File: config.mk
export PLATFORM = sky130hd
export DESIGN_NAME = eit_slot_mem
export DESIGN_NICKNAME = d
export VERILOG_FILES = /design/src/rtl/eit_pkg.sv /design/src/rtl/eit_slot_mem.sv
export SDC_FILE = /design/constraint.sdc
export NUM_CORES = 2
export LEC_CHECK = 0
export BUFFER_PORTS_ARGS = -buffer_cell sky130_fd_sc_hd__clkbuf_2
export CELL_PAD_IN_SITES_DETAIL_PLACEMENT = 1
export CELL_PAD_IN_SITES_GLOBAL_PLACEMENT = 2
export CORE_MARGIN = 2
export CORE_UTILIZATION = 54
export DETAILED_ROUTE_END_ITERATION = 7
export HOLD_SLACK_MARGIN = 0.1
export PLACE_DENSITY_LB_ADDON = 0.1
export SETUP_SLACK_MARGIN = 0.1
export SLEW_MARGIN = 25
export SYNTH_ARGS = -nofsm -noshare
export SYNTH_HDL_FRONTEND = slang
export SYNTH_MEMORY_MAX_BITS = 65536
export SYNTH_SLANG_ARGS = --single-unit
File: constraint.sdc
create_clock -name clk -period 3 [get_ports clk]
set_input_delay 0.3 -clock clk [delete_from_list [all_inputs] [get_ports clk]]
set_output_delay 0.3 -clock clk [all_outputs]
set_load 0.005 [all_outputs]
File: src/rtl/eit_pkg.sv
// ----------------------------------------------------------------------------
// eit_pkg
// Types and constants shared by the encounter id tracker.
// ----------------------------------------------------------------------------
package eit_pkg;

	localparam logic [1:0] REG_INITIAL_TIME    = 2'd0;
	localparam logic [1:0] REG_SERVICE_ID      = 2'd1;
	localparam logic [1:0] REG_LOG_MIN_WAIT    = 2'd2;
	localparam logic [1:0] REG_EXPECTED_LENGTH = 2'd3;
	localparam int unsigned CFG_INDEX_W = 8;
	localparam logic [31:0] LOG_MIN_WAIT_RESET = 32'd15;

	typedef struct packed {
		logic [63:0] eph_low;
		logic [55:0] eph_high;
		logic [31:0] beacon;
		logic [63:0] location;
		logic [31:0] beacon_start;
		logic [7:0]  beacon_span;
		logic [31:0] local_start;
		logic [7:0]  local_span;
		logic [7:0]  strength;
	} slot_t;

	typedef enum logic [2:0] {
		ST_IDLE,
		ST_SCAN,
		ST_WRITE,
		ST_TICK
	} state_t;

endpackage

File: src/rtl/eit_slot_mem.sv
// ----------------------------------------------------------------------------
// eit_slot_mem
// Slot table: one write port, one registered read port, per-slot valid bits.
// ----------------------------------------------------------------------------
module eit_slot_mem
	import eit_pkg::*;
#(
	parameter int unsigned SLOTS = 16,
	parameter int unsigned AW = 4
) (
	input  logic          clk,
	input  logic          arst_n,
	input  logic [AW-1:0] rd_addr,
	output slot_t         rd_data,
	input  logic          wr_en,
	input  logic [AW-1:0] wr_addr,
	input  slot_t         wr_data,
	input  logic          clr_en
);

	slot_t          mem [SLOTS];
	slot_t          data_q;
	logic [SLOTS-1:0] valid_q;
	logic           rd_valid_q;

	always_ff @(posedge clk) begin
		if (wr_en) begin
			mem[wr_addr] <= wr_data;
		end
		data_q <= mem[rd_addr];
	end

	// cleared or never-written slots read as all zero
	always_ff @(posedge clk or negedge arst_n) begin
		if (!arst_n) begin
			valid_q    <= '0;
			rd_valid_q <= 1'b0;
		end else begin
			rd_valid_q <= valid_q[rd_addr] && !(clr_en && wr_addr == rd_addr);
			if (wr_en) begin
				valid_q[wr_addr] <= 1'b1;
			end else if (clr_en) begin
				valid_q[wr_addr] <= 1'b0;
			end
		end
	end

	assign rd_data = rd_valid_q ? data_q : '0;

endmodule

After elaboration in Yosys (flattened, before gate mapping). Memory sizes are Yosys's and may differ from the RTL's. A register that Yosys moved wholly into a read port is not among the register bits. Index checks and enable logic that the tools add are counted. W data, S select, Z words.

Register bits: 17. Bits in writable memories: 4864. Bits of input ports: 316. Output and inout port bits: 304. Logic and storage cells: 24. Memories kept: 1.

Order comparisons: 3. Eq/ne operators: 1. Mux-type cells: 9. Bitwise logic cells: 3. Reduce and logical (&&, ||, !) cells: 5.

Memory list: mem (words 16, bits a word 304, rd ports 1, clocked after memory_dff 1, write ports 1, line eit_slot_mem.sv:21) `slot_t mem [SLOTS];`.

Operators with widths (count): $mux W304 (1); $mux W16 (2); $and A16 B16 Y16 (1); $not A16 Y16 (1); $or A16 B16 Y16 (1); $lt A4 B5 Y1 const B (2); $bmux W1 S4 (1); $demux W1 S4 (1); $eq A4 B4 Y1 (1); $ge A4 B1 Y1 const B (1); $mux W1 (4); $logic_and A1 B1 Y1 (3); $reduce_bool A2 Y1 (1); $logic_not A1 Y1 (1).

Longest topological paths before layout.
Word-level depth: 8. Depth in mapped cells: 8. Mapped depth without buffers: 4.

Least setup slack after synthesis. OpenSTA, ideal clock, no wires.

Path type: in2reg. From: input wr_addr[2]. To: memory mem[0][0] in the netlist's numbering, enable pin. Setup time: 0.976 ns. Arrival: 13.683 ns. Data required time: 2.024 ns. Setup slack: -11.659 ns. Cell stages on the path: 4. Path buffers: 2. Cell sequence: clkbuf_1 -> or3b_2 -> clkbuf_1 -> nor2_1.

RTL lines: start: declaration (line eit_slot_mem.sv:16) `input logic [AW-1:0] wr_addr,`; end: declaration (line eit_slot_mem.sv:21).

Straight into the memory's write port.

==> qor.yml <==
outcome:
  status: "complete, no violations"
routing:
  route.met3.wl_mm: 30.60
  wirelength_mm: 478.7
  first_pass_iters: 5
  drc_errors: 0
  drt-met1-wl_mm: 192.2
  ant_nets: 0
  top_layer_used: "met5"
  met2_length_mm: 242.1
  vias: 88760
  via_per_inst: 6.135
  first_iter_violations: 9215
  wl_per_cell_um: 33.09
hold_path:
  hp-class: "in -> reg"
  min_path_cells: 3
  min_from: "wr_addr[1]"
run:
  cap_violations: 0
clock_tree:
  clkTransAtPathRegs_ps: 60
  cts_root_buffer: "clkbuf_16"
  cts_sinks: 5185
  clk_path_buf_depth: 4
  ctsResizeCount: 0
  clk_latency_ps: 1030
  cts_tree: "yes"
  h-tree-depth: 6
  numCtsBuffers: 542
synthesis:
  synth-seq-cells: 5185
  synthesis.area_um2: 191500
  seq_area_frac_synth_pct: 79.66
  synthArstFlopShare_pct: 0.3279
  synth_cells: 7740
  yosys_warnings: 0
  synth.avg_cell_area_um2: 24.75
  synth_nets: 8056
  synthFlopType: "edfxtp_1"
  ys_types: 27
  synth_edf_count: 4864
placed_design:
  gp_congestion: 0.7653
  hpwl_mm: 274.4
  dpl_worst_slack_ps: 287.7
  portBuffers: 619
sta:
  finalHoldViolations: 0
  fmax_mhz: 365.4
  drv_slew: 0
  fin_crit_ps: 2737
  post-route-period-util_pct: 91.24
  rsz0062_at_grt: "no"
  fin_ws_ps: 262.9
  skew_ps: 28.38
  final.setup.tns_ps: 0
  worstMarginPinSlew_ps: 855.6
  setup_violations: 0
  relSlewSlack_pct: 42.77
pwr:
  power.density_nw_per_um2: 694.6
  p_leak_uw: 0.07330
  power_uw: 156800
  peakVddDrop_v: 0.0005967
floorplanning:
  die_area_um2: 359500
  start_util_pct: 54.27
  rows: 218
  core_area_um2: 353000
  die-height_um: 599.6
  die_x_um: 599.6
  ios: 620
global_route:
  grtUsageTotal_pct: 26.94
  antenna_found_initial: 113
  grt_max_degree: 88
  grt_pass1_wl_mm: 691.6
  gr-total-overflow: 0
  grt_pass1_vias: 95680
critical_path:
  crit_path_end_kind: "primary output"
  cp.arrival_ps: 2440
  critPathMaxFanout: 80
  r2r_setup_slack_ps: 1060
  r2r-end: "rd_valid_q$_DFF_PN0_"
  required_ps: 2700
  reg2reg_depth: 5
  critPathKind: "reg -> out"
  worstSetupStartpointType: "flop"
layout:
  nets: 9569
  drive_above_1_share_pct: 33.81
  area_delta_synth_final_pct: 17.82
  fin_util_pct: 63.94
==> cell usage in the layout, fill, tap and decap left out, types with 2 or more instances in the layout <==
master and count:
edfxtp_1 4864, mux4_2 1441, clkbuf_2 615, clkbuf_16 573
dlygate4sd3_1 319, and2_1 304, dfxtp_1 304, buf_12 240
buf_4 202, clkbuf_1 148, clkinv_2 100, mux2i_1 85
nor2b_1 83, a211oi_1 83, a21oi_1 83, clkinv_1 80
diode_2 42, o21ai_0 32, clkbuf_8 32, bufinv_16 25
nor2_4 16, dfrtp_1 16, inv_6 12, clkinv_8 10
nand3b_1 4, xor2_1 3, nand3_1 2, nand2b_1 2
clkinvlp_4 2, buf_8 2
==> logic make-up after synthesis <==
logic type	Yosys count	synth area share [%]
AND/OR/NAND/NOR	416	1.340
multiplexers	1527	17.39
flip-flops	5185	79.66
XOR/XNOR	4	0.01829
AO/OA/AOI/OAI	199	0.6291
buffers and inverters	409	0.9635
==> synth_stat cells (all sizes together), types with 17 or more instances <==
master,number,share of area [%]
and2,304,0.99
o21ai,32,0.084
clkbuf,209,0.41
mux2i,85,0.44
a21oi,83,0.22
a211oi,83,0.33
mux4,1441,17
dfxtp,304,3.2
dfrtp,17,0.22
edfxtp,4864,76
buf,200,0.55
nor2b,83,0.27
==> layout make-up <==
type,instances,area (um^2)
repair buffers,1378,12620
diodes,42,105.1
clock inverters,232,1874
flip-flops and latches,5185,152600
clock buffers,753,15330
fillers,27800,127300
well taps,4730,5918
multi-input cells,2146,37240
==> registers in the layout, summed over array words and instances, names as in the netlist, named ones only <==
signal / cells
data_q: 304
mem: 4864
rd_valid_q: 1
==> worst max-delay path by stage <==
stage / slack, ps / start / to
2_1_floorplan: -2900 / wr_addr[2] / mem[1][0]$_DFFE_PP_
3_3_place_gp: 300 / wr_addr[3] / mem[12][121]$_DFFE_PP_
3_5_place_dp: 290 / wr_addr[3] / mem[12][61]$_DFFE_PP_
4_1_cts: 200 / rd_valid_q$_DFF_PN0_ / rd_data[156]
5_1_grt: 170 / rd_valid_q$_DFF_PN0_ / rd_data[139]
6_report: 260 / rd_valid_q$_DFF_PN0_ / rd_data[44]
==> stage by stage <==
| step | cells | hold slack, ps | instance area (um^2) |
|---|---|---|---|
| 4_1_cts | 14420 | 107.6 | 225600 |
| 3_5_place_dp | 13120 | 280.4 | 205100 |
| 6_report | 14470 | 222.1 | 225700 |
| 2_1_floorplan | 7740 | 4.409 | 191700 |
| 3_3_place_gp | 13120 | 266.7 | 205100 |
| 5_1_grt | 14450 | 194.5 | 225600 |
==> worst max-delay path, stage by stage, from the launching register on <==
cell,delay (ps)
dfrtp_4,430
buf_4,180
buf_12,270
and2_1,300
clkbuf_2,170
==> per-layer routing <==
layer  vias up  track usage [%]
li1      36220                -
met1     48430            37.31
met2      3273            44.54
met3       783            4.650
met4        54            8.089
met5         -                0
==> where the power goes <==
group          internal [uW]  switching (uW)  total (uW)
logic                   4470            5270        9740
clock network          37900           27300       65100
registers              81000             852       81900
==> what timing repair did <==
item,CTS,global route
setup endpoints to repair,38,0
endpoints found under the hold margin,5088,0
setup buffers,2,0
hold buffers,319,0
No activity file was read; power rests on OpenSTA's default activity.
